## config.mk

```make
export PLATFORM = sky130hd
export DESIGN_NAME = ebml_vint_decoder_core
export DESIGN_NICKNAME = d
export VERILOG_FILES = /design/src/sv/ebmlvd_pkg.sv /design/src/sv/ebml_vint_decoder_core.sv
export VERILOG_INCLUDE_DIRS = /design/src /design/src/sv
export SDC_FILE = /design/constraint.sdc
export NUM_CORES = 1
export LEC_CHECK = 0
export BUFFER_PORTS_ARGS = -buffer_cell sky130_fd_sc_hd__clkbuf_2
export CORE_ASPECT_RATIO = 1.25
export CORE_MARGIN = 2
export CORE_UTILIZATION = 35
export CTS_BUF_LIST = sky130_fd_sc_hd__clkbuf_8 sky130_fd_sc_hd__clkbuf_16
export DETAILED_ROUTE_END_ITERATION = 8
export HOLD_SLACK_MARGIN = 0.12
export SYNTH_ARGS = -nofsm -noshare
export SYNTH_HDL_FRONTEND = slang
export SYNTH_SLANG_ARGS = --single-unit
```

## constraint.sdc

```tcl
create_clock -name clk -period 6.09 [get_ports clk]
set_input_delay 1.218 -clock clk [delete_from_list [all_inputs] [get_ports clk]]
set_output_delay 1.218 -clock clk [all_outputs]
set_load 0.01 [all_outputs]
```

## src/sv/ebml_vint_decoder_core_defines.svh

```systemverilog
// Assertion macros shared by the EBML variable-size integer decoder RTL.
`ifndef EBML_VINT_DECODER_CORE_DEFINES_SVH
`define EBML_VINT_DECODER_CORE_DEFINES_SVH

// Same-cycle implication, sampled on clk, off while arst_n is low.
`define EVD_ASSERT_IMP(label, ante, cons) \
	label: assert property (@(posedge clk) disable iff (!arst_n) (ante) |-> (cons)) \
		else $error("ebml vint decoder: check failed");

// Next-cycle implication, sampled on clk, off while arst_n is low.
`define EVD_ASSERT_NXT(label, ante, cons) \
	label: assert property (@(posedge clk) disable iff (!arst_n) (ante) |=> (cons)) \
		else $error("ebml vint decoder: check failed");

`endif

```

## src/sv/ebmlvd_pkg.sv

```systemverilog
// Package: widths, register map and bias table of the EBML vint decoder.
package ebmlvd_pkg;

	localparam int BYTE_W  = 8;
	localparam int ACC_W   = 56;
	localparam int VALUE_W = 57;
	localparam int LEN_W   = 4;
	localparam int CNT_W   = 3;
	localparam int PADDR_W = 3;
	localparam int PDATA_W = 32;

	typedef logic [BYTE_W-1:0]  byte_t;
	typedef logic [ACC_W-1:0]   acc_t;
	typedef logic [VALUE_W-1:0] value_t;
	typedef logic [LEN_W-1:0]   len_t;
	typedef logic [CNT_W-1:0]   cnt_t;

	// Register index, taken from the word address.
	typedef enum logic {
		REG_SIGNED_MODE = 1'b0,
		REG_UNUSED      = 1'b1
	} reg_idx_t;

	localparam byte_t MARKER_TOP = 8'h80;

	// Length from the first byte: one plus the count of leading zeros.
	function automatic len_t first_len(input byte_t b);
		len_t len;
		len = len_t'(BYTE_W);
		for (int i = 0; i < BYTE_W; i++) begin
			if (b[i]) begin
				len = len_t'(BYTE_W - i);
			end
		end
		return len;
	endfunction

	// Signed-mode bias 2^(7*len-1)-1.
	function automatic value_t bias(input len_t len);
		value_t b;
		unique case (len)
			4'd1:    b = 57'h3F;
			4'd2:    b = 57'h1FFF;
			4'd3:    b = 57'hFFFFF;
			4'd4:    b = 57'h7FFFFFF;
			4'd5:    b = 57'h3FFFFFFFF;
			4'd6:    b = 57'h1FFFFFFFFFF;
			4'd7:    b = 57'hFFFFFFFFFFFF;
			4'd8:    b = 57'h7FFFFFFFFFFFFF;
			default: b = '0;
		endcase
		return b;
	endfunction

endpackage

```

## src/sv/ebml_vint_decoder_core.sv

```systemverilog
// EBML variable-size integer decoder: byte stream in, decoded value and length out.
// An accepted byte is registered in the input stage; its result, when it closes an integer,
// is then registered in the output register.
// Throughput: one byte per cycle; the input stage stalls only while it holds a closing
// byte and the output register still holds an untaken result.
// Reset (arst_n low, asynchronous): pipeline empty, decoder waiting for a first byte,
// accumulator and length cleared, signed_mode cleared to unsigned decode.
`include "ebml_vint_decoder_core_defines.svh"

module ebml_vint_decoder_core (
	input  logic                                   clk,
	input  logic                                   arst_n,
	// Byte stream
	input  logic                                   in_valid,
	output logic                                   in_ready,
	input  logic [ebmlvd_pkg::BYTE_W-1:0]          data_byte,
	// Results
	output logic                                   out_valid,
	input  logic                                   out_ready,
	output logic signed [ebmlvd_pkg::VALUE_W-1:0]  value,
	output logic [ebmlvd_pkg::LEN_W-1:0]           byte_length,
	output logic                                   invalid,
	// Configuration
	input  logic                                   psel,
	input  logic                                   penable,
	input  logic                                   pwrite,
	input  logic [ebmlvd_pkg::PADDR_W-1:0]         paddr,
	input  logic [ebmlvd_pkg::PDATA_W-1:0]         pwdata,
	output logic [ebmlvd_pkg::PDATA_W-1:0]         prdata,
	output logic                                   pready
);

	// ------------------------------------------------------------------
	// Configuration register. Word address selects the register; only
	// signed_mode exists, other words read as zero and ignore writes.
	// ------------------------------------------------------------------
	logic                 signed_mode_q;
	ebmlvd_pkg::reg_idx_t reg_idx;

	assign pready  = 1'b1;
	assign reg_idx = ebmlvd_pkg::reg_idx_t'(paddr[ebmlvd_pkg::PADDR_W-1]);

	always_ff @(posedge clk or negedge arst_n) begin
		if (!arst_n) begin
			signed_mode_q <= 1'b0;
		end else if (psel && penable && pwrite && pready
				&& reg_idx == ebmlvd_pkg::REG_SIGNED_MODE) begin
			signed_mode_q <= pwdata[0];
		end
	end

	always_comb begin
		prdata = '0;
		unique case (reg_idx)
			ebmlvd_pkg::REG_SIGNED_MODE: prdata[0] = signed_mode_q;
			default:                     prdata    = '0;
		endcase
	end

	// ------------------------------------------------------------------
	// Input stage: hold the accepted byte until the decode step retires it.
	// ------------------------------------------------------------------
	logic                  valid_s1;
	ebmlvd_pkg::byte_t     data_s1;
	logic                  s1_fire;
	logic                  out_free;

	always_ff @(posedge clk or negedge arst_n) begin
		if (!arst_n) begin
			valid_s1 <= 1'b0;
		end else if (in_ready) begin
			valid_s1 <= in_valid;
		end
	end

	always_ff @(posedge clk) begin
		if (in_ready && in_valid) begin
			data_s1 <= data_byte;
		end
	end

	// Decoder state: continuation bytes still due, value so far, length.
	ebmlvd_pkg::cnt_t bytes_left_q;
	ebmlvd_pkg::acc_t acc_q;
	ebmlvd_pkg::len_t cur_len_q;

	ebmlvd_pkg::cnt_t   bytes_left_d;
	ebmlvd_pkg::acc_t   acc_d;
	ebmlvd_pkg::len_t   cur_len_d;
	ebmlvd_pkg::len_t   lead_len;
	ebmlvd_pkg::byte_t  marker;
	logic               emit;
	logic               bad_first;
	ebmlvd_pkg::value_t bias_sel;
	ebmlvd_pkg::value_t result_val;

	// Decode step. A first byte sets the length from its leading zeros and
	// drops the marker bit; a continuation byte shifts in big-endian.
	always_comb begin
		lead_len     = ebmlvd_pkg::first_len(data_s1);
		marker       = ebmlvd_pkg::MARKER_TOP >> ebmlvd_pkg::cnt_t'(lead_len - 4'd1);
		bad_first    = 1'b0;
		bytes_left_d = bytes_left_q;
		acc_d        = acc_q;
		cur_len_d    = cur_len_q;
		if (bytes_left_q == '0) begin
			if (data_s1 == '0) begin
				// Zero first byte: length would exceed eight; report and stay idle.
				bad_first    = 1'b1;
				acc_d        = '0;
				cur_len_d    = '0;
				bytes_left_d = '0;
			end else begin
				cur_len_d    = lead_len;
				acc_d        = ebmlvd_pkg::acc_t'(data_s1 & ~marker);
				bytes_left_d = ebmlvd_pkg::cnt_t'(lead_len - 4'd1);
			end
		end else begin
			acc_d        = {acc_q[ebmlvd_pkg::ACC_W-ebmlvd_pkg::BYTE_W-1:0], data_s1};
			bytes_left_d = bytes_left_q - 3'd1;
		end
		emit = bad_first || (bytes_left_d == '0);
	end

	// Result value: subtract the bias in signed mode (one 57-bit subtract).
	always_comb begin
		bias_sel   = signed_mode_q ? ebmlvd_pkg::bias(cur_len_d) : '0;
		result_val = bad_first ? '0 : ({1'b0, acc_d} - bias_sel);
	end

	// Advance the input stage when the byte closes nothing, or the output
	// register can take the result this cycle.
	assign out_free = !out_valid || out_ready;
	assign s1_fire  = valid_s1 && (!emit || out_free);
	assign in_ready = !valid_s1 || s1_fire;

	always_ff @(posedge clk or negedge arst_n) begin
		if (!arst_n) begin
			bytes_left_q <= '0;
			acc_q        <= '0;
			cur_len_q    <= '0;
		end else if (s1_fire) begin
			bytes_left_q <= bytes_left_d;
			acc_q        <= acc_d;
			cur_len_q    <= cur_len_d;
		end
	end

	// ------------------------------------------------------------------
	// Output register: hold the result until the consumer takes it.
	// ------------------------------------------------------------------
	always_ff @(posedge clk or negedge arst_n) begin
		if (!arst_n) begin
			out_valid <= 1'b0;
		end else if (s1_fire && emit) begin
			out_valid <= 1'b1;
		end else if (out_ready) begin
			out_valid <= 1'b0;
		end
	end

	always_ff @(posedge clk) begin
		if (s1_fire && emit) begin
			value       <= result_val;
			byte_length <= cur_len_d;
			invalid     <= bad_first;
		end
	end

	// ------------------------------------------------------------------
	// Checks
	// ------------------------------------------------------------------
	`EVD_ASSERT_IMP(a_left_below_len, bytes_left_q != '0,
		{1'b0, bytes_left_q} < cur_len_q)
	`EVD_ASSERT_IMP(a_invalid_zero, out_valid && invalid,
		byte_length == '0 && value == '0)
	`EVD_ASSERT_IMP(a_len_range, out_valid && !invalid,
		byte_length >= 4'd1 && byte_length <= 4'd8)
	`EVD_ASSERT_NXT(a_s1_hold, valid_s1 && !s1_fire,
		valid_s1 && $stable(data_s1))

endmodule
```

After elaboration in Yosys (flattened, before gate mapping)

Memory sizes are Yosys's and may differ from the RTL's.
Cells that the tools add are included.

Add/subtract/negate cells: 3
Shifts and indexed selects: 1
Mux-type cells: 19
Bitwise logic cells: 3
Reductions and logical operators: 17

Operator list:

| cell                  | count |
|---|---|
| $mux W56              | 2 |
| $mux W57              | 1 |
| $sub A56 B57 Y57      | 1 |
| $and A8 B56 Y56       | 1 |
| $not A8 Y56           | 1 |
| $mux W4               | 9 |
| $logic_not A8 Y1      | 1 |
| $shr A8 B3 Y8 const A | 1 |
| $logic_and A1 B1 Y1   | 6 |
| $logic_not A3 Y1      | 2 |
| $mux W3               | 2 |
| $sub A3 B1 Y3 const B | 2 |
| $mux W1               | 5 |
| $logic_or A1 B1 Y1    | 4 |
| $logic_not A1 Y1      | 3 |
| $reduce_bool A2 Y1    | 1 |
| $not A1 Y1            | 1 |

Register bits: 128
Memory bits (read-only): 880
Input port bits: 50
Output and inout bits: 97
Logic and storage cells: 54
Memories: 1

Memories:

| memory           | words | bits a word | read ports | clocked after Yosys merged registers in | write ports | RTL line         | RTL |
|---|---|---|---|---|---|---|---|
| (name not given) | 16    | 55          | 1          | 0                                       | 0           | ebmlvd_pkg.sv:41 | `unique case (len)` |

Logic depth before layout (Yosys ltp)

Word-level depth: 17
Mapped depth: 22
Mapped depth without buffers: 20

Least setup slack after synthesis

OpenSTA, ideal clock, no wires.

Kind: reg2reg
From: reg data_s1[1]
To: reg byte_length[0] (netlist bit), enable pin
Library setup time: 0.482 ns
Data arrival time: 4.698 ns
Required time: 5.608 ns
Setup slack: 0.909 ns
Cell stages (with the launch flop): 15
Clock period less this slack: 5.181 ns
Cells stage by stage: edfxtp_1 > nand2b_1 > a21o_1 > a21oi_1 > or2_2 > inv_1 > ha_1 > nor2b_1 > a31oi_1 > o21ai_1 > o21ai_1 > o21ai_1 > buf_4 > clkbuf_1 > nor2_1

Longest elaborated chain between the ends: 16

Ends and longest elaborated chain:

| what                   | RTL line                      | RTL |
|---|---|---|
| start, declared        | ebml_vint_decoder_core.sv:64  | `ebmlvd_pkg::byte_t data_s1;` |
| start signal, assigned | ebml_vint_decoder_core.sv:78  | `data_s1 <= data_byte;` |
| $mux W4 (7 in a row)   | ebmlvd_pkg.sv:31              | `if (b[i]) begin` |
| $sub A3 B1 Y3          | ebml_vint_decoder_core.sv:116 | `bytes_left_d = ebmlvd_pkg::cnt_t'(lead_len - 4'd1);` |
| $mux W3                | ebml_vint_decoder_core.sv:107 | `if (data_s1 == '0) begin` |
| $mux W3                | ebml_vint_decoder_core.sv:106 | `if (bytes_left_q == '0) begin` |
| $logic_not A3 Y1       | ebml_vint_decoder_core.sv:122 | `emit = bad_first \|\| (bytes_left_d == '0);` |
| $logic_or A1 B1 Y1 *   | ebml_vint_decoder_core.sv:122 |  |
| $logic_not A1 Y1       | ebml_vint_decoder_core.sv:134 | `assign s1_fire = valid_s1 && (!emit \|\| out_free);` |
| $logic_or A1 B1 Y1     | ebml_vint_decoder_core.sv:134 |  |
| $logic_and A1 B1 Y1    | ebml_vint_decoder_core.sv:134 |  |
| $logic_and A1 B1 Y1 *  | ebml_vint_decoder_core.sv:163 | `if (s1_fire && emit) begin` |
| end signal, assigned   | ebml_vint_decoder_core.sv:165 | `byte_length <= cur_len_d;` |
| end, declared          | ebml_vint_decoder_core.sv:21  | `output logic [ebmlvd_pkg::LEN_W-1:0] byte_length,` |

Mark *: on every way between the ends. The rest lies on a longest branch, timed or not.
A chain may end at the register's enable or synchronous reset.

Worst setup path in the final report

From: reg data_s1[4]
To: reg value[55] (netlist bit), data pin

Longest elaborated chain between the ends: 11

Ends and longest elaborated chain:

| what                 | RTL line                      | RTL |
|---|---|---|
| $mux W4 (4 in a row) | ebmlvd_pkg.sv:31              |  |
| $sub A3 B1 Y3        | ebml_vint_decoder_core.sv:101 | `marker = ebmlvd_pkg::MARKER_TOP >> ebmlvd_pkg::cnt_t'(lead_len - 4'd1);` |
| $shr A8 B3 Y8        | ebml_vint_decoder_core.sv:101 |  |
| $not A8 Y56          | ebml_vint_decoder_core.sv:115 | `acc_d = ebmlvd_pkg::acc_t'(data_s1 & ~marker);` |
| $and A8 B56 Y56      | ebml_vint_decoder_core.sv:115 |  |
| $mux W56             | ebml_vint_decoder_core.sv:107 |  |
| $mux W56             | ebml_vint_decoder_core.sv:106 |  |
| $sub A56 B57 Y57     | ebml_vint_decoder_core.sv:128 | `result_val = bad_first ? '0 : ({1'b0, acc_d} - bias_sel);` |
| end signal, assigned | ebml_vint_decoder_core.sv:164 | `value <= result_val;` |
| end, declared        | ebml_vint_decoder_core.sv:20  | `output logic signed [ebmlvd_pkg::VALUE_W-1:0] value,` |

Parallel ways exist; a longest one is shown, timed or not.

==> results.env <==
RUN_STATUS='finished, final reports clean'
GRT_START_MAX_NET_PINS=66
IR_WORST_VDD_V=0.000202
POSTSYNTH.TOPFLOPCELL='sky130_fd_sc_hd__edfxtp_1'
MAX_SLEW_MARGIN_PCT=33.9
FINAL_MAX_SLEW_VIOL_COUNT=0
YOSYSSEQAREASHARE_PCT=39.8
CLOCK_INSERTION_DELAY_WORST_SKEW_NS=0.43
IO_PINS=147
CTS_INSERTED_BUFFERS=17
CORE_AREA_UM2=25200
NUMBER_OF_GLOBAL_ROUTE_VIAS_BEFORE_REPAIR=6833
YS_ASYNC_SR_FRACTION_PCT=45.3
POWER-PER-CELL-AREA_nW_PER_UM2=692
DIE_HEIGHT_UM=183
REGTOREGSTARTPOINT='data_s1[4]'
NUMPLACEDINSTANCES=1314
DIE_W_UM=147
SYN_AVG_CELL_AREA_UM2=9.57
TIMING.CRITICAL_PATH.FROM='data_s1[4]'
HPWLAFTERDP_MM=15.8
FINALSETUPVIOLCOUNT=0
ARRIVAL_NS=5.63
WORSTMARGINPINSLEW_NS=0.989
HOLDBUFCOUNTCTS=0
DRIVE_GT1_SHARE_PCT=18.8
GRT-OVFL-TOTAL=0
AREA_GROWTH_PCT=13.6
REQUIRED_NS=6.26
FINAL_CELL_COUNT_NO_FILL=1346
INITIAL_UTILIZATION_PCT=35.4
WORSTPATHMAXFANOUT=8
YOSYS.CELL_TYPES.COUNT=62
DR.FIRST_ITER.DRC_COUNT=370
TIMING.MAX_CAP.VIOLATIONS=0
SYNTH.CELL_AREA_UM2=8940
POST-PLACE-WS_NS=0.668
FINAL_NETS=1111
FINALWORSTSETUPSLACK_NS=0.627
IO_BUFFER_COUNT=81
DRT_DRC_VIOLATIONS_LEFT=0
ROW_CNT=65
SYNTH-EDFF-COUNT=70
HOLD-PATH-ENDPOINT='acc_q[0]'
DRT_WL_TOTAL_MM=21.2
TIMING.RR.END='value[55]'
CLK_PIN_SLEW_NS=0.06
CRITPATHCAPTURETYPE='flip-flop'
MIN_PATH_TYPE='flip-flop to flip-flop'
NUM_VIAS=6871
WORST_HOLD_SLACK_NS=0.488
LEAKAGE_uW=0.00459
FILLERINSTANCES=2515
AVGVIACOUNTPERCELL=5.10
FINAL_ANTENNA_NET_COUNT=0
FIN_WORST_SKEW_NS=0.00948
YOSYS_WARNINGS=0
ROUTABILITYCONGESTION=0.884
POSTCTSRESIZEDCELLS=0
GRT_FIRST_PASS_WIRELENGTH_MM=34.3
CRITPATHKIND='flip-flop to flip-flop'
GRT_SETUP_UNREPAIRED='false'
CTS_NUM_SINKS=128
START_KIND='flip-flop'
ANTENNA_VIOLATIONS_BEFORE_REPAIR=0
TRACK_USAGE_PCT=16.1
PERIOD_MINUS_SLACK_NS=5.46
HOLD_VIOL_FINAL=0
CTS-ROOT-BUF='sky130_fd_sc_hd__clkbuf_16'
WL_PER_CELL_UM=15.8
TOTAL_POWER_uW=7020
SYNTHCELLS=934
CTSHTREEMAXLEVEL=4
DIE-AREA_UM2=26800
POST-CTS-SETUP-BUFFER-COUNT=0
FMAXACHIEVABLE_MHz=183
ANTENNA_DIODE_COUNT=0
CLOCK_TREE.BUFFER_DEPTH=2
WORST_R2R_PATH_DEPTH=20
HOLDPATHSTAGES=2
HOLDCRITSTARTPOINT='acc_q[0]'
TIMING.SETUP.TNS_NS=0
FINAL_MIN_PERIOD_OVER_CLOCK_PERIOD_PCT=89.7
TRITONCTS='built'
FF2FF_SETUP_SLACK_NS=0.63
FIRST_PASS_ITERS=5
SYNTH-SEQ-CELLS=128
logic make-up after synthesis:
family / after synthesis / synth area share, %
and+or+nand+nor: 281 / 15.5
AOI/OAI and AO/OA: 246 / 18.0
DFF: 128 / 39.8
buffers and inverters: 113 / 6.40
adders and majority gates: 63 / 8.91
muxes: 54 / 6.71
xor gates and xnor gates: 47 / 4.61
other: 2 / 0.0840
worst max-delay path by stage:
stage               slack (ns)        endpoint  depth (start not counted)
detailed placement        0.67       value[52]                         21
global route              0.19       value[55]                         19
finish                    0.63       value[55]                         20
CTS                       0.64       value[52]                         21
floorplan                 0.91  byte_length[0]                         14
global placement          0.73       value[52]                         22
critical path, cell delays in order, from the launching register on:
cell and delay (ns):
sky130_fd_sc_hd__edfxtp_1 0.46, sky130_fd_sc_hd__nor4_1 0.47, sky130_fd_sc_hd__nand2b_1 0.27, sky130_fd_sc_hd__nor2_1 0.07, sky130_fd_sc_hd__a21oi_1 0.13, sky130_fd_sc_hd__buf_4 0.15
sky130_fd_sc_hd__and2_1 0.16, sky130_fd_sc_hd__and3_1 0.22, sky130_fd_sc_hd__o21ai_0 0.11, sky130_fd_sc_hd__buf_4 0.19, sky130_fd_sc_hd__a31o_2 0.30, sky130_fd_sc_hd__ha_1 0.43
sky130_fd_sc_hd__nand2_1 0.13, sky130_fd_sc_hd__o211ai_1 0.24, sky130_fd_sc_hd__o22ai_1 0.14, sky130_fd_sc_hd__a211oi_1 0.50, sky130_fd_sc_hd__and4_1 0.41, sky130_fd_sc_hd__nor4_1 0.12
sky130_fd_sc_hd__o31ai_1 0.40, sky130_fd_sc_hd__xor2_1 0.20, sky130_fd_sc_hd__o22ai_1 0.09
report_power, final:
part	internal (uW)	switching [uW]
clock	583	439
sequential	1420	98.7
combinational	1890	2600
total	3890	3140
cell usage in the layout (no fill, tap or decap), types with 19 or more instances in the layout:
cell,count
sky130_fd_sc_hd__a21o_1,48
sky130_fd_sc_hd__a21oi_1,67
sky130_fd_sc_hd__and2_1,53
sky130_fd_sc_hd__clkbuf_16,19
sky130_fd_sc_hd__clkbuf_2,81
sky130_fd_sc_hd__conb_1,32
sky130_fd_sc_hd__dfrtp_1,58
sky130_fd_sc_hd__edfxtp_1,70
sky130_fd_sc_hd__ha_1,62
sky130_fd_sc_hd__inv_1,33
sky130_fd_sc_hd__mux2_2,47
sky130_fd_sc_hd__nand2_1,67
sky130_fd_sc_hd__nor2_1,73
sky130_fd_sc_hd__o21ai_0,40
sky130_fd_sc_hd__xnor2_1,28
sky130_fd_sc_hd__xor2_1,19
state kept, by name, summed over array words and instances (netlist names):
| register | cells |
|---|---|
| acc_q | 48 |
| byte_length | 4 |
| bytes_left_q | 3 |
| cur_len_q | 4 |
| data_s1 | 8 |
| invalid | 1 |
| out_valid | 1 |
| signed_mode_q | 1 |
| valid_s1 | 1 |
| value | 57 |
synth_stat cells (3+ instances only):
cell type / count / area, um^2
sky130_fd_sc_hd__a211oi_1: 9 / 67.6
sky130_fd_sc_hd__a21boi_0: 4 / 30.0
sky130_fd_sc_hd__a21o_1: 48 / 360
sky130_fd_sc_hd__a21oi_1: 67 / 335
sky130_fd_sc_hd__a31o_2: 3 / 26.3
sky130_fd_sc_hd__a31oi_1: 14 / 87.6
sky130_fd_sc_hd__and2_1: 53 / 332
sky130_fd_sc_hd__and3_1: 10 / 62.6
sky130_fd_sc_hd__buf_2: 8 / 40.0
sky130_fd_sc_hd__buf_4: 36 / 270
sky130_fd_sc_hd__clkbuf_1: 33 / 124
sky130_fd_sc_hd__dfrtp_1: 58 / 1450
sky130_fd_sc_hd__edfxtp_1: 70 / 2100
sky130_fd_sc_hd__ha_1: 62 / 776
sky130_fd_sc_hd__inv_1: 33 / 124
sky130_fd_sc_hd__mux2_2: 47 / 529
sky130_fd_sc_hd__mux2i_1: 7 / 70.1
sky130_fd_sc_hd__nand2_1: 67 / 251
sky130_fd_sc_hd__nand2b_1: 14 / 87.6
sky130_fd_sc_hd__nand3_1: 10 / 50.1
sky130_fd_sc_hd__nand4_1: 18 / 113
sky130_fd_sc_hd__nor2_1: 74 / 278
sky130_fd_sc_hd__nor2b_1: 7 / 43.8
sky130_fd_sc_hd__nor3_1: 15 / 75.1
sky130_fd_sc_hd__nor4_1: 3 / 18.8
sky130_fd_sc_hd__o211ai_1: 6 / 45.0
sky130_fd_sc_hd__o21a_1: 12 / 90.1
sky130_fd_sc_hd__o21ai_0: 40 / 200
sky130_fd_sc_hd__o21ai_1: 5 / 25.0
sky130_fd_sc_hd__o21bai_1: 8 / 60.1
sky130_fd_sc_hd__o31ai_1: 6 / 45.0
sky130_fd_sc_hd__or2_2: 4 / 25.0
sky130_fd_sc_hd__xnor2_1: 28 / 245
sky130_fd_sc_hd__xor2_1: 19 / 166
final cells by class:
| type | instances | area (um^2) | area share [%] |
|---|---|---|---|
| Clock buffer | 19 | 475 | 4.69 |
| Clock inverter | 13 | 110 | 1.09 |
| Inverter | 33 | 124 | 1.22 |
| Multi-Input combinational cell | 723 | 4940 | 48.7 |
| Sequential cell | 128 | 3550 | 35.0 |
| Tap cell | 335 | 419 | 4.13 |
| Timing Repair Buffer | 95 | 523 | 5.15 |
metal layers:
layer  GRT usage, %  vias to the layer above  wire (um)
li1               -                     3445          -
met1           17.9                     3263       8860
met2           30.6                      130      11300
met3           2.50                       33        578
met4           5.92                        0        467
met5              0                        -          0
stage by stage:
stage / cell area [um^2] / utilization [%]
floorplan: 9050 / -
global placement: 9560 / 37.9
detailed placement: 9560 / 37.9
CTS: 10100 / 40.2
global route: 10100 / 40.2
finish: 10100 / 40.2
Note: power is estimated with default switching activity, not from simulation.
